--- src/hw/rtl/sspq_pkg.sv ---
// sspq_pkg: shared types, constants and sequencer states for the stable sorted
// priority queue. The top level uses it; the entry ram does not.
// Depends on nothing.
`timescale 1ns / 1ps
`default_nettype none

package sspq_pkg;

   localparam int DEPTH     = 16;
   localparam int TAG_WIDTH = 16;

   localparam int ADDR_W   = $clog2(DEPTH);
   localparam int CNT_W    = $clog2(DEPTH + 1);
   localparam int PRIO_W   = 16;
   localparam int TAG_IN_W = 16;
   localparam int OCC_W    = 5;

   localparam logic [1:0] OP_PUSH = 2'd0;
   localparam logic [1:0] OP_POP  = 2'd1;
   localparam logic [1:0] OP_PEEK = 2'd2;

   localparam logic [1:0] STATUS_OK        = 2'd0;
   localparam logic [1:0] STATUS_UNDERFLOW = 2'd1;
   localparam logic [1:0] STATUS_OVERFLOW  = 2'd2;

   typedef struct packed {
      logic [1:0]               operation;
      logic signed [PRIO_W-1:0] priority_req;
      logic [TAG_IN_W-1:0]      payload_tag;
   } req_type;

   typedef struct packed {
      logic [1:0]               status;
      logic signed [PRIO_W-1:0] front_priority;
      logic [TAG_IN_W-1:0]      front_tag;
      logic [OCC_W-1:0]         occupancy;
   } rsp_type;

   typedef struct packed {
      logic signed [PRIO_W-1:0] prio;
      logic [TAG_WIDTH-1:0]     tag;
   } entry_type;

   localparam int ENTRY_W = $bits(entry_type);

   typedef enum logic [2:0] {
      S_IDLE,
      S_EXEC,
      S_PUSH_RD,
      S_PUSH_CMP,
      S_PUSH_PUT,
      S_POP_RD,
      S_POP_WR,
      S_DONE
   } state_type;

endpackage

`default_nettype wire

--- src/hw/rtl/sspq_ram.sv ---
// sspq_ram: generic simple dual port ram, one write and one registered read
// per cycle. No dependencies.
`timescale 1ns / 1ps
`default_nettype none

module sspq_ram #(
   parameter int WIDTH = 32,
   parameter int DEPTH = 16
) (
   input  wire logic                     clock,
   input  wire logic                     wr_en,
   input  wire logic [$clog2(DEPTH)-1:0] wr_addr,
   input  wire logic [WIDTH-1:0]         wr_data,
   input  wire logic [$clog2(DEPTH)-1:0] rd_addr,
   output logic      [WIDTH-1:0]         rd_data
);

   logic [WIDTH-1:0] mem_ff [DEPTH];

   always_ff @(posedge clock) begin
      if (wr_en) begin
         mem_ff[wr_addr] <= wr_data;
      end
      rd_data <= mem_ff[rd_addr];
   end

endmodule

`default_nettype wire

--- src/hw/rtl/stable_sorted_priority_queue_top.sv ---
// stable_sorted_priority_queue_top: bounded priority queue kept in ascending
// priority order, one ram of entries walked by a small sequencer.
// Depends on sspq_pkg and sspq_ram.
`timescale 1ns / 1ps
`default_nettype none

// Usage:
//   A transaction is accepted at a rising edge with start high and busy low;
//   req_data carries operation (push, pop, peek), priority and tag.
//   busy stays high until the result is produced. Exactly one result follows
//   each transaction: rsp_valid is high for one cycle with rsp_data holding
//   status, front entry after the operation (zero when empty) and occupancy.
//   The receiver cannot stall; the result must be taken in that cycle.
//   A push lands after every entry of equal or smaller priority, so equal
//   priorities leave in arrival order. A push on a full queue is dropped
//   with overflow status; pop or peek on an empty queue gives underflow.
// Timing:
//   The entry ram has one write and one registered read port, so moving an
//   entry takes a read state and then a write state. From accept, the
//   sequencer passes S_EXEC, then any read and write states that move
//   entries, then S_DONE; the strobe is registered from S_DONE. A new
//   transaction may be accepted in the cycle the strobe is high.
// Reset:
//   Synchronous reset empties the queue and clears the sequencer; the ram
//   contents are left as they are, only slots below the count are read.

module stable_sorted_priority_queue_top (
   input  wire logic             clock,
   input  wire logic             reset,
   input  wire logic             start,
   output logic                  busy,
   input  wire sspq_pkg::req_type req_data,
   output logic                  rsp_valid,
   output sspq_pkg::rsp_type     rsp_data
);

   sspq_pkg::state_type state_ff, state_in;
   sspq_pkg::req_type   req_ff, req_in;
   sspq_pkg::entry_type front_ff, front_in;
   sspq_pkg::rsp_type   rsp_ff, rsp_in;
   logic [sspq_pkg::ADDR_W-1:0] idx_ff, idx_in;
   logic [sspq_pkg::CNT_W-1:0]  count_ff, count_in;
   logic [1:0]                  status_ff, status_in;
   logic                        rsp_valid_ff, rsp_valid_in;

   logic                         ram_we;
   logic [sspq_pkg::ADDR_W-1:0]  ram_waddr, ram_raddr;
   sspq_pkg::entry_type          ram_wdata, ram_rdata;
   logic [sspq_pkg::ENTRY_W-1:0] ram_rbits;

   sspq_pkg::entry_type new_entry;
   logic                accept, is_full, is_empty, shift_on, pop_last;

   assign accept    = start && !busy;
   assign busy      = (state_ff != sspq_pkg::S_IDLE);
   assign is_full   = (count_ff == sspq_pkg::CNT_W'(sspq_pkg::DEPTH));
   assign is_empty  = (count_ff == '0);
   assign ram_rdata = sspq_pkg::entry_type'(ram_rbits);
   assign new_entry = '{prio: req_ff.priority_req,
                        tag:  sspq_pkg::TAG_WIDTH'(req_ff.payload_tag)};
   // stored entry ranks after the new one, so it moves up a slot
   assign shift_on  = ($signed(ram_rdata.prio) > $signed(req_ff.priority_req));
   assign pop_last  = ((sspq_pkg::CNT_W'(idx_ff) + sspq_pkg::CNT_W'(1)) == count_ff);

   sspq_ram #(
      .WIDTH(sspq_pkg::ENTRY_W),
      .DEPTH(sspq_pkg::DEPTH)
   ) u_entries (
      .clock  (clock),
      .wr_en  (ram_we),
      .wr_addr(ram_waddr),
      .wr_data(ram_wdata),
      .rd_addr(ram_raddr),
      .rd_data(ram_rbits)
   );

   // next state
   always_comb begin
      state_in = state_ff;
      case (state_ff)
         sspq_pkg::S_IDLE: begin
            if (accept) state_in = sspq_pkg::S_EXEC;
         end
         sspq_pkg::S_EXEC: begin
            state_in = sspq_pkg::S_DONE;
            if (req_ff.operation == sspq_pkg::OP_PUSH) begin
               if (!is_full && !is_empty) state_in = sspq_pkg::S_PUSH_RD;
            end else if (req_ff.operation == sspq_pkg::OP_POP) begin
               if (count_ff > sspq_pkg::CNT_W'(1)) state_in = sspq_pkg::S_POP_RD;
            end
         end
         sspq_pkg::S_PUSH_RD: state_in = sspq_pkg::S_PUSH_CMP;
         sspq_pkg::S_PUSH_CMP: begin
            if (!shift_on) begin
               state_in = sspq_pkg::S_DONE;
            end else if (idx_ff == sspq_pkg::ADDR_W'(1)) begin
               state_in = sspq_pkg::S_PUSH_PUT;
            end else begin
               state_in = sspq_pkg::S_PUSH_RD;
            end
         end
         sspq_pkg::S_PUSH_PUT: state_in = sspq_pkg::S_DONE;
         sspq_pkg::S_POP_RD:   state_in = sspq_pkg::S_POP_WR;
         sspq_pkg::S_POP_WR: begin
            state_in = pop_last ? sspq_pkg::S_DONE : sspq_pkg::S_POP_RD;
         end
         sspq_pkg::S_DONE: state_in = sspq_pkg::S_IDLE;
         default:          state_in = sspq_pkg::S_IDLE;
      endcase
   end

   // datapath and ram control
   always_comb begin
      req_in       = req_ff;
      front_in     = front_ff;
      idx_in       = idx_ff;
      count_in     = count_ff;
      status_in    = status_ff;
      rsp_valid_in = 1'b0;
      rsp_in       = rsp_ff;
      ram_we       = 1'b0;
      ram_waddr    = idx_ff;
      ram_wdata    = new_entry;
      ram_raddr    = idx_ff;
      case (state_ff)
         sspq_pkg::S_IDLE: begin
            if (accept) req_in = req_data;
         end
         sspq_pkg::S_EXEC: begin
            status_in = sspq_pkg::STATUS_OK;
            if (req_ff.operation == sspq_pkg::OP_PUSH) begin
               if (is_full) begin
                  status_in = sspq_pkg::STATUS_OVERFLOW;
               end else if (is_empty) begin
                  ram_we    = 1'b1;
                  ram_waddr = '0;
                  front_in  = new_entry;
                  count_in  = count_ff + sspq_pkg::CNT_W'(1);
               end else begin
                  idx_in = sspq_pkg::ADDR_W'(count_ff);
               end
            end else if (req_ff.operation == sspq_pkg::OP_POP) begin
               if (is_empty) begin
                  status_in = sspq_pkg::STATUS_UNDERFLOW;
               end else if (count_ff == sspq_pkg::CNT_W'(1)) begin
                  count_in = '0;
               end else begin
                  idx_in = sspq_pkg::ADDR_W'(1);
               end
            end else begin
               // peek, and the unused code behaves as peek
               if (is_empty) status_in = sspq_pkg::STATUS_UNDERFLOW;
            end
         end
         sspq_pkg::S_PUSH_RD: begin
            ram_raddr = idx_ff - sspq_pkg::ADDR_W'(1);
         end
         sspq_pkg::S_PUSH_CMP: begin
            ram_we = 1'b1;
            if (shift_on) begin
               ram_wdata = ram_rdata;
               idx_in    = idx_ff - sspq_pkg::ADDR_W'(1);
            end else begin
               count_in = count_ff + sspq_pkg::CNT_W'(1);
            end
         end
         sspq_pkg::S_PUSH_PUT: begin
            ram_we    = 1'b1;
            ram_waddr = '0;
            front_in  = new_entry;
            count_in  = count_ff + sspq_pkg::CNT_W'(1);
         end
         sspq_pkg::S_POP_RD: begin
            ram_raddr = idx_ff;
         end
         sspq_pkg::S_POP_WR: begin
            ram_we    = 1'b1;
            ram_waddr = idx_ff - sspq_pkg::ADDR_W'(1);
            ram_wdata = ram_rdata;
            if (idx_ff == sspq_pkg::ADDR_W'(1)) front_in = ram_rdata;
            if (pop_last) begin
               count_in = count_ff - sspq_pkg::CNT_W'(1);
            end else begin
               idx_in = idx_ff + sspq_pkg::ADDR_W'(1);
            end
         end
         sspq_pkg::S_DONE: begin
            rsp_valid_in             = 1'b1;
            rsp_in.status            = status_ff;
            rsp_in.front_priority    = is_empty ? '0 : front_ff.prio;
            rsp_in.front_tag         = is_empty ? '0 : sspq_pkg::TAG_IN_W'(front_ff.tag);
            rsp_in.occupancy         = sspq_pkg::OCC_W'(count_ff);
         end
         default: begin
            rsp_valid_in = 1'b0;
         end
      endcase
   end

   always_ff @(posedge clock) begin
      if (reset) begin
         state_ff     <= sspq_pkg::S_IDLE;
         count_ff     <= '0;
         rsp_valid_ff <= 1'b0;
      end else begin
         state_ff     <= state_in;
         count_ff     <= count_in;
         rsp_valid_ff <= rsp_valid_in;
      end
      req_ff    <= req_in;
      front_ff  <= front_in;
      idx_ff    <= idx_in;
      status_ff <= status_in;
      rsp_ff    <= rsp_in;
   end

   assign rsp_valid = rsp_valid_ff;
   assign rsp_data  = rsp_ff;

   // checks

   a_count_bound: assert property (@(posedge clock) disable iff (reset)
      count_ff <= sspq_pkg::CNT_W'(sspq_pkg::DEPTH))
      else $error("entry count above depth");

   a_strobe_single: assert property (@(posedge clock) disable iff (reset)
      rsp_valid |=> !rsp_valid)
      else $error("result strobe held for more than one cycle");

   a_accept_busy: assert property (@(posedge clock) disable iff (reset)
      accept |=> busy)
      else $error("accepted transaction did not raise busy");

   a_overflow_full: assert property (@(posedge clock) disable iff (reset)
      (rsp_valid && rsp_data.status == sspq_pkg::STATUS_OVERFLOW)
      |-> (rsp_data.occupancy == sspq_pkg::OCC_W'(sspq_pkg::DEPTH)))
      else $error("overflow reported on a queue that is not full");

endmodule

`default_nettype wire
--- config.mk ---
export PLATFORM = sky130hd
export DESIGN_NAME = stable_sorted_priority_queue_top
export DESIGN_NICKNAME = d
export VERILOG_FILES = /design/src/hw/rtl/sspq_pkg.sv /design/src/hw/rtl/sspq_ram.sv /design/src/hw/rtl/stable_sorted_priority_queue_top.sv
export SDC_FILE = /design/constraint.sdc
export NUM_CORES = 1
export LEC_CHECK = 0
export CAP_MARGIN = 40
export CORE_UTILIZATION = 55
export DETAILED_ROUTE_END_ITERATION = 12
export DONT_BUFFER_PORTS = 1
export PLACE_DENSITY = 0.7
export SETUP_SLACK_MARGIN = 0.15
export SKIP_LAST_GASP = 1
export SYNTH_ARGS = -nofsm -noshare
export SYNTH_HDL_FRONTEND = slang
export SYNTH_SLANG_ARGS = --single-unit
--- constraint.sdc ---
create_clock -name clock -period 5.3 [get_ports clock]
set_clock_uncertainty 0.2 [all_clocks]
set_input_delay 1.325 -clock clock [delete_from_list [all_inputs] [get_ports clock]]
set_output_delay 1.325 -clock clock [all_outputs]
set_load 0.01 [all_outputs]
======== Yosys cells after proc, flatten, opt, wreduce, memory -nomap -nowiden ========
Memory sizes are Yosys's and may differ from the RTL's. A register that Yosys moved wholly into a read port is not among the register bits.
Cells that the tools add are included.
word-level totals
  register bits ........................... 120
  memory bits (writable) .................. 512
  input port bits ......................... 37
  output and inout port bits .............. 41
  word-level logic and storage cells ...... 116
  memories kept ........................... 1
operators by class
  add/sub/neg operators ................... 5
  $lt $le $gt $ge ......................... 2
  equality and inequality tests ........... 28
  multiplexer cells ....................... 49
  reductions and logical operators ........ 17
memories
  name              depth  width  rd ports  clocked after Yosys merged registers in  write ports  line            RTL
  u_entries.mem_ff  16     32     1         1                                        1            sspq_ram.sv:18  logic [WIDTH-1:0] mem_ff [DEPTH];
operators with widths
  kind                                                              count
  32-bit two-way mux                                                5
  32-bit one-hot mux with 3 select lines                            1
  32-bit one-hot mux with 2 select lines                            1
  4-bit two-way mux                                                 12
  5-bit two-way mux                                                 8
  3-bit one-hot mux with 8 select lines                             1
  4-bit one-hot mux with 3 select lines                             2
  2-bit inequality test (second input constant)                     10
  5-bit one-hot mux with 4 select lines                             1
  3-bit inequality test (second input constant)                     6
  16-bit greater-than comparator                                    1
  3-bit two-way mux                                                 5
  3-bit == test (second input constant)                             4
  2-bit two-way mux                                                 5
  3-bit nonzero test                                                3
  8-bit AND reduction                                               1
  1-bit two-way mux                                                 7
  7-bit AND reduction                                               1
  3-bit by 2-bit == test with 1-bit output (second input constant)  2
  4-bit by 1-bit adder with 5-bit output (second input constant)    1
  5-bit by 1-bit adder with 5-bit output (second input constant)    1
  5-bit by 1-bit == test with 1-bit output (second input constant)  1
  5-bit == test                                                     1
  5-bit == test (second input constant)                             1
  17 further kinds                                                  20

======== Logic depth before layout (Yosys ltp) ========
Gate-level depths: netlist (run 1).
  depth in word-level cells ............... 7
  depth in mapped cells ................... 11
  depth with buffers taken out ............ 8

======== Hierarchy ========
A second synthesis (run 1) with hierarchy kept.
unflattened totals
  cell total of the unflattened synthesis .. 1,355
  area, all modules ....................... 25,906.1 µm²
modules (own cells, without submodules)
  module                            instances  cells an instance  area each (µm²)  sequential area each (µm²)
  sspq_ram                          1          838                19,835.3         16,015.4
  stable_sorted_priority_queue_top  1          517                6,070.8          3,513.4

======== Worst setup path before layout (run 1) ========
Ideal clock, no wire load.
  kind .................................... register to register
  start ................................... register count_ff[0] (netlist bit)
  end ..................................... memory u_entries.mem_ff[0][0], enable pin
  library setup time ...................... 0.421 ns
  arrival ................................. 3.406 ns
  setup slack ............................. 1.273 ns
  cell stages (with the launch flop) ...... 10
  path buffers ............................ 1
  clock period less this slack ............ 4.027 ns
  cells stage by stage .................... dfxtp_1 -> clkbuf_1 -> inv_1 -> ha_1 -> nor4b_2 -> nand3_1 -> a2bb2oi_1 -> mux2i_1 -> or2_2 -> nor2_1
between the ends
  word-level cells in the longest chain between the ends .. 7
  elaborated cells on any way between the ends .. 12
  those cells by class .................... eq/ne (1); mux (10); reduce/logical (1)
ends and longest elaborated chain
  what                                     line                                     RTL
  start: declaration                       stable_sorted_priority_queue_top.sv:42   logic [sspq_pkg::CNT_W-1:0] count_ff, count_in;
  start signal: assignment                 stable_sorted_priority_queue_top.sv:207  count_ff <= count_in;
  5-bit zero test                          stable_sorted_priority_queue_top.sv:57   assign is_empty = (count_ff == '0);
  1-bit two-way mux                        stable_sorted_priority_queue_top.sv:134  end else if (is_empty) begin
  1-bit two-way mux                        stable_sorted_priority_queue_top.sv:132  if (is_full) begin
  1-bit two-way mux                        stable_sorted_priority_queue_top.sv:131  if (req_ff.operation == sspq_pkg::OP_PUSH) begin
  1-bit one-hot mux with 2 select lines    stable_sorted_priority_queue_top.sv:125  case (state_ff)
  1-bit two-way mux                        sspq_ram.sv:21                           if (wr_en) begin
  1-bit two-way mux (implied by the code)  sspq_ram.sv:22                           mem_ff[wr_addr] <= wr_data;
  end: declaration                         sspq_ram.sv:18
Several ways; a longest one is shown, not always the timed one.

======== Worst setup path in the final report (run 1) ========
  start ................................... register state_ff[1]
  end ..................................... memory u_entries.mem_ff[14][24], enable pin
between the ends
  word-level cells in the longest chain between the ends .. 5
  elaborated cells on any way between the ends .. 9
  those cells by class .................... eq/ne (4); mux (4); reduce/logical (1)
ends and longest elaborated chain
  what                                                                              line                                     RTL
  start: declaration                                                                stable_sorted_priority_queue_top.sv:37   sspq_pkg::state_type state_ff, state_in;
  start signal: assignment                                                          stable_sorted_priority_queue_top.sv:202  state_ff <= sspq_pkg::S_IDLE;
  start signal: assignment                                                          stable_sorted_priority_queue_top.sv:206  state_ff <= state_in;
  3-bit == test / 3-bit by 2-bit == test with 1-bit output (equally long branches)  stable_sorted_priority_queue_top.sv:125
  3-bit OR reduction (no source line)                                               n/a
  1-bit one-hot mux with 2 select lines                                             stable_sorted_priority_queue_top.sv:125
  1-bit two-way mux                                                                 sspq_ram.sv:21
  1-bit two-way mux (implied by the code)                                           sspq_ram.sv:22
Several ways; a longest one is shown, not always the timed one.

==> flow_summary.yaml, run 1 <==
yosys:
  synth_top_family_by_area: "multiplexers"
  ys.flop_type: "edfxtp_1"
  avgSynthCellArea_um2: 16.1
  synth-seq-cells: 664
  synth_area_um2: 26400
  synth_edf_count: 623
  synthMuxAreaShare_pct: 10.0
  synth_cells: 1640
  synth_fa_ha_area_share_pct: 1.09
  yosysSeqAreaShare_pct: 73.9
  ys_warn_count: 0
  syn-num-nets: 1700
  async_flop_share_pct: 0
  synth_simple_gate_area_share_pct: 8.67
  synth_compound_area_share_pct: 3.97
  synth.distinct_cells: 69
  synth_xor_area_share_pct: 0.416
route:
  first_iter_violations: 1429
  route.detailed.wl_per_inst_um: 25.6
  first_pass_iters: 7
  viasPerCell: 6.18
  vias: 14359
  dr_wl_met3_um: 3900
  m1WireLength_um: 24700
  wl_met2_um: 29500
  drt_wl_total_um: 59400
  routed.top_layer: "met4"
  drc: 0
  postRouteAntennaNets: 0
hold_path:
  hold_class: "register to register"
  hp-start: "status_ff[0]"
worst_setup_path:
  critical-path-top-delay-family: "simple AND/OR/NAND/NOR gates"
  rr_startpoint: "state_ff[1]"
  crit_slowest_cell: "and3b_2"
  crit_top_cell: "nand2_1"
  crit_path_max_incr_delay_ns: 0.73
  cp.buffers_inverters: 1
  path_cells: "and3b_2 > nand2_1 > a2bb2oi_1 > mux2i_1 > nand2_1 > nor2_4 > buf_4"
  endpoint_kind: "register"
  critPathLaunch: "state_ff[1]"
  arrival_ns: 4.04
  cp.required_ns: 5.32
  start_kind: "register"
  path_class: "register to register"
  critPathMaxFanout: 35
clocking:
  clkLatencyLatePin_ns: 0.60
  cts_hold_buf: 0
  numClockSinks: 664
  cts_buffers: 68
  post-cts-setup-buffer-count: 0
  clk_pin_slew_ns: 0.06
  htree_levels: 3
  cts_resized: 0
  clockBufferDepth: 3
  root_buffer: "clkbuf_16"
  cts_tree: "built"
timing:
  rsz0062_at_grt: "no"
  hold_violations: 0
  finalSetupViolations: 0
  slew_viol_final: 0
  max_freq_mhz: 249
  relSlewSlack_pct: 29.6
  finalSetupTns_ns: 0
  fin_crit_sh_pct: 75.8
  period_minus_slack_ns: 4.02
  worst_pin_slew_ns: 1.06
grt:
  track_usage_pct: 24.7
  antenna_found_initial: 0
  grt_pass1_wl_um: 89500
  grt_max_degree: 140
  grt_pass1_vias: 14330
  gr-total-overflow: 0
floorplan:
  dieArea_um2: 49000
  die_w_um: 221
  rows: 79
  core_area_um2: 47000
  initial_utilization_pct: 56.3
  io_pins: 78
  die_h_um: 221
placed_design:
  dp_hpwl_um: 33200
  numPortBuffers: 0
  placed_cells: 2202
  place.gp.congestion: 0.839
cells_and_area:
  n_fill_cell: 3232
  syn2layout_area_growth_pct: 11.9
  seqCellArea_um2: 19500
  finalNonFillerCells: 2323
  drive_above_1_share_pct: 16.7
  multi_input_area_um2: 6610
  fin_nets: 1725
  num_antenna_cells: 0
flow_run:
  cap_violations: 0
power:
  p_leak_uw: 0.0101
  p_total_uw: 17100
  peakVddDrop_v: 0.000481
  p_per_area_nw_per_um2: 579
run_status:
  status: "completed"
==> power breakdown <==
part / switching (µW) / total (µW) / internal [µW] / leakage, µW
combinational: 3300 / 5150 / 1850 / 0.00301
sequential: 378 / 7400 / 7020 / 0.00598
clock: 1920 / 4590 / 2680 / 0.00106
total: 5590 / 17100 / 11600 / 0.0101
==> worst register-to-register path, cell delays in order (launching register included) <==
cell and delay [ns]:
dfxtp_1 0.65, and3b_2 0.73, nand2_1 0.20, a2bb2oi_1 0.17, mux2i_1 0.25, nand2_1 0.33
nor2_4 0.56, buf_4 0.53
==> cell usage in the layout (no fill, tap or decap), types with 4 or more instances in the layout <==
| cell type | netlist | layout |
|---|---|---|
| clkinv_1 | 0 | 6 |
| nand3_1 | 68 | 68 |
| nand4_1 | 35 | 35 |
| nor3_1 | 6 | 6 |
| and3_1 | 4 | 4 |
| a32oi_1 | 32 | 32 |
| ha_1 | 23 | 23 |
| edfxtp_1 | 623 | 623 |
| dfxtp_1 | 41 | 41 |
| nand2b_1 | 11 | 11 |
| nor2_1 | 42 | 22 |
| clkbuf_8 | 0 | 9 |
| nand2_1 | 277 | 276 |
| nor2_4 | 0 | 18 |
| inv_1 | 30 | 30 |
| o21ai_0 | 57 | 57 |
| nor2b_1 | 33 | 33 |
| buf_4 | 1 | 37 |
| mux2_4 | 31 | 31 |
| a21oi_1 | 21 | 21 |
| clkinv_2 | 0 | 11 |
| mux2i_1 | 72 | 71 |
| a22oi_1 | 4 | 4 |
| clkbuf_1 | 66 | 17 |
| clkbuf_16 | 0 | 69 |
| mux4_2 | 64 | 64 |
| xnor2_1 | 6 | 4 |
| buf_12 | 3 | 5 |
| a221oi_1 | 5 | 5 |
==> sequential cells by signal (all words and copies together) (netlist names), 2 cells and up <==
name               flops
status_ff              2
front_ff              32
state_ff               3
u_entries.mem_ff     512
req_ff                 2
idx_ff                 4
u_entries.rd_data     32
new_entry             32
count_ff               5
rsp_data              39
==> worst paths after layout <==
path / end / slack, ns / depth (start not counted)
setup / recovery: u_entries.mem_ff[14][24] / 1.28 / 7
hold / removal: rsp_data[37] / 0.28 / 0
setup reg to reg: u_entries.mem_ff[14][24] / 1.28 / 7
hold reg to reg: rsp_data[37] / 0.28 / 0
==> through the flow <==
stage / util, % / hold WS [ns] / worst slack [ns] / area (µm²)
after floorplan: - / 0.200 / 1.27 / 26400
after global placement: 58.2 / 0.238 / 1.31 / 27300
after detailed placement: 58.5 / 0.244 / 1.37 / 27500
after CTS: 63.0 / 0.278 / 1.34 / 29600
after global routing: 63.0 / 0.283 / 1.13 / 29600
final: 63.0 / 0.280 / 1.28 / 29600
==> metal layers <==
layer,GRT usage (%),up-vias
met5,0,-
met4,6.77,0
met3,3.90,93
met2,40.6,573
met1,34.4,7365
li1,-,6328
==> cell usage after synthesis (3+ instances only) <==
cell type | count | area, µm²
o21ai_0 | 57 | 285
nor3_1 | 6 | 30.0
mux2i_1 | 72 | 721
nand4_1 | 35 | 219
nand3b_1 | 3 | 22.5
o211ai_1 | 3 | 22.5
o221ai_1 | 3 | 26.3
nor2b_1 | 33 | 206
nand2_1 | 277 | 1040
buf_2 | 14 | 70.1
a221oi_1 | 5 | 43.8
mux2_4 | 31 | 465
mux4_2 | 64 | 1440
ha_1 | 23 | 288
nand3_1 | 68 | 340
clkbuf_1 | 66 | 248
xnor2_1 | 6 | 52.6
and3_1 | 4 | 25.0
inv_1 | 30 | 113
a21oi_1 | 21 | 105
nand2b_1 | 11 | 68.8
xor2_1 | 4 | 35.0
nor2_1 | 42 | 158
or2_2 | 3 | 18.8
buf_1 | 7 | 26.3
edfxtp_1 | 623 | 18700
dfxtp_1 | 41 | 821
a32oi_1 | 32 | 280
buf_12 | 3 | 60.1
a22oi_1 | 4 | 30.0
==> logic make-up after synthesis <==
family | after synthesis
fa+ha+maj | 23
compound gates | 152
simple gates | 500
flops | 664
buf+inv | 121
xor+xnor | 11
mux | 169
==> area by class of cell <==
type | instances | area share, %
inverters | 30 | 0.380
flip-flops and latches | 664 | 66.0
multi-input cells | 855 | 22.3
well taps | 607 | 2.57
repair buffers | 46 | 1.50
clock buffers | 95 | 6.47
clock inverters | 26 | 0.795
Power figures use the tool's default switching activity.
==> run 2: changes to the inputs <==
--- a/config.mk
+++ b/config.mk
@@ -9,7 +9,7 @@
 export CORE_UTILIZATION = 55
 export DETAILED_ROUTE_END_ITERATION = 12
 export DONT_BUFFER_PORTS = 1
-export PLACE_DENSITY = 0.7
+export PLACE_DENSITY = 0.73
 export SETUP_SLACK_MARGIN = 0.15
 export SKIP_LAST_GASP = 1
 export SYNTH_ARGS = -nofsm -noshare
==> constraint.sdc (replaced) <==
create_clock -name clock -period 3.35 [get_ports clock]
set_clock_uncertainty 0.2 [all_clocks]
set_input_delay 0.8375 -clock clock [delete_from_list [all_inputs] [get_ports clock]]
set_output_delay 0.8375 -clock clock [all_outputs]
set_load 0.01 [all_outputs]
==> flow_summary.yaml, run 2 (synthesis results as in run 1) <==
timing:
  max_freq_mhz: 303
  rsz0062_at_grt: "yes"
  whs_ns: 0.0932
  relSlewSlack_pct: 41.5
  worst_pin_slew_ns: 0.873
  fin_crit_sh_pct: 98.5
  slew_viol_final: 0
  hold_violations: 0
  finalSetupViolations: 0
  period_minus_slack_ns: 3.30
grt:
  gr-total-overflow: 0
  grt_pass1_vias: 15058
  grt_pass1_wl_um: 95800
  antenna_found_initial: 2
  track_usage_pct: 26.8
  grt_max_degree: 58
worst_setup_path:
  critPathMaxFanout: 21
  crit_slowest_cell: "or4_4"
  rr_startpoint: "new_entry[22]"
  endpoint_kind: "register"
  cp.required_ns: 3.48
  r2r_end: "u_entries.mem_ff[5][12]"
  crit_cells: 9
  r2r_cells: 9
  critical-path-top-delay-family: "simple AND/OR/NAND/NOR gates"
  crit_path_max_incr_delay_ns: 0.56
  path_cells: "inv_2 > ha_4 > nand4_1 > or4_4 > a21oi_4 > nor3_4 > o311a_4 > buf_16 > mux2_2"
  arrival_ns: 3.43
  cp.buffers_inverters: 2
  r2r_slack_ns: 0.05
  path_class: "register to register"
  start_kind: "register"
hold_path:
  hp-start: "reset"
  hold-path-cell-count: 1
  hold_class: "primary input to register"
  hold_end: "state_ff[2]"
cells_and_area:
  largest_reg_flops: 512
  fin_area_um2: 31000
  n_fill_cell: 2984
  top_register: "u_entries.mem_ff"
  layout_common_cells: "edfxtp_1, nand2_1, buf_4"
  drive_above_1_share_pct: 21.7
  layout_commonest_cell: "edfxtp_1"
  syn2layout_area_growth_pct: 17.3
  fin_nets: 1816
clocking:
  clk_pin_slew_ns: 0.06
  cts_buffers: 67
  clkLatencyLatePin_ns: 0.61
  root_buffer: "clkbuf_16"
  htree_levels: 3
  cts_hold_buf: 0
  clockBufferDepth: 3
  cts_tree: "built"
  numClockSinks: 664
power:
  peakVddDrop_v: 0.000627
  p_total_uw: 28900
  p_leak_uw: 0.0107
  p_per_area_nw_per_um2: 933
placed_design:
  dp_hpwl_um: 35400
  place_area_um2: 28000
  numPortBuffers: 0
  place.gp.congestion: 0.839
route:
  route.detailed.wl_per_inst_um: 27.3
  first_iter_violations: 1887
  routed.top_layer: "met5"
  drc: 0
  dr_wl_met3_um: 5970
  wl_met2_um: 32500
  drt_wl_total_um: 66100
  first_pass_iters: 6
  postRouteAntennaNets: 0
  viasPerCell: 6.36
  m1WireLength_um: 25300
  vias: 15386
floorplan:
  core_area_um2: 47000
  rows: 79
  dieArea_um2: 49000
  initial_utilization_pct: 56.3
  die_w_um: 221
  die_h_um: 221
  io_pins: 78
run_status:
  status: "completed"
flow_run:
  cap_violations: 0
==> run 2: power by group <==
part	internal, µW	switching, µW	total, µW
logic	3750	5820	9560
registers	11100	591	11700
clock network	4560	3110	7670
total	19400	9520	28900
==> run 2: worst max path at each step <==
stage	start	end	slack, ns
floorplan	count_ff[0]	u_entries.mem_ff[0][0]	-0.17
global placement	new_entry[29]	u_entries.mem_ff[7][14]	0.21
detailed placement	new_entry[30]	u_entries.mem_ff[7][12]	0.14
CTS	new_entry[21]	u_entries.mem_ff[0][0]	0.16
global route	new_entry[23]	u_entries.mem_ff[5][12]	0.02
finish	new_entry[22]	u_entries.mem_ff[5][12]	0.05
==> run 2: through the flow <==
| stage | cells | setup TNS (ns) | setup slack, ns | util (%) |
|---|---|---|---|---|
| final | 2418 | 0 | 0.0491 | 66.0 |
| after global routing | 2417 | 0 | 0.0224 | 66.0 |
| after CTS | 2392 | 0 | 0.161 | 65.2 |
| after detailed placement | 2246 | 0 | 0.144 | 59.7 |
| after global placement | 2246 | 0 | 0.207 | 59.7 |
| after floorplan | 1640 | -21.93 | -0.171 | - |
==> run 2: metal layers <==
layer | vias to the layer above | GRT usage [%]
li1 | 6587 | -
met1 | 7730 | 35.3
met2 | 893 | 44.3
met3 | 174 | 4.54
met4 | 2 | 11.6
met5 | - | 0
==> run 2: layout make-up <==
| cell class | instances | area [µm²] | share of cell area, % |
|---|---|---|---|
| sequential | 664 | 19500 | 63.0 |
| multi-input combinational | 887 | 7170 | 23.1 |
| clock buffer | 89 | 1860 | 6.01 |
| timing repair buffer | 106 | 1170 | 3.78 |
| tap | 607 | 759 | 2.45 |
| clock inverter | 33 | 402 | 1.30 |
| inverter | 30 | 113 | 0.363 |
| antenna | 2 | 5.00 | 0.0161 |
==> run 2: timing repair <==
item                                    in CTS  in global routing
cloned                                      22                 12
pin swaps                                    2                  4
endpoints found under the setup margin     512                735
gates resized for setup                      8                 26
hold endpoints to repair                     0                  0
setup buffers                                2                 12
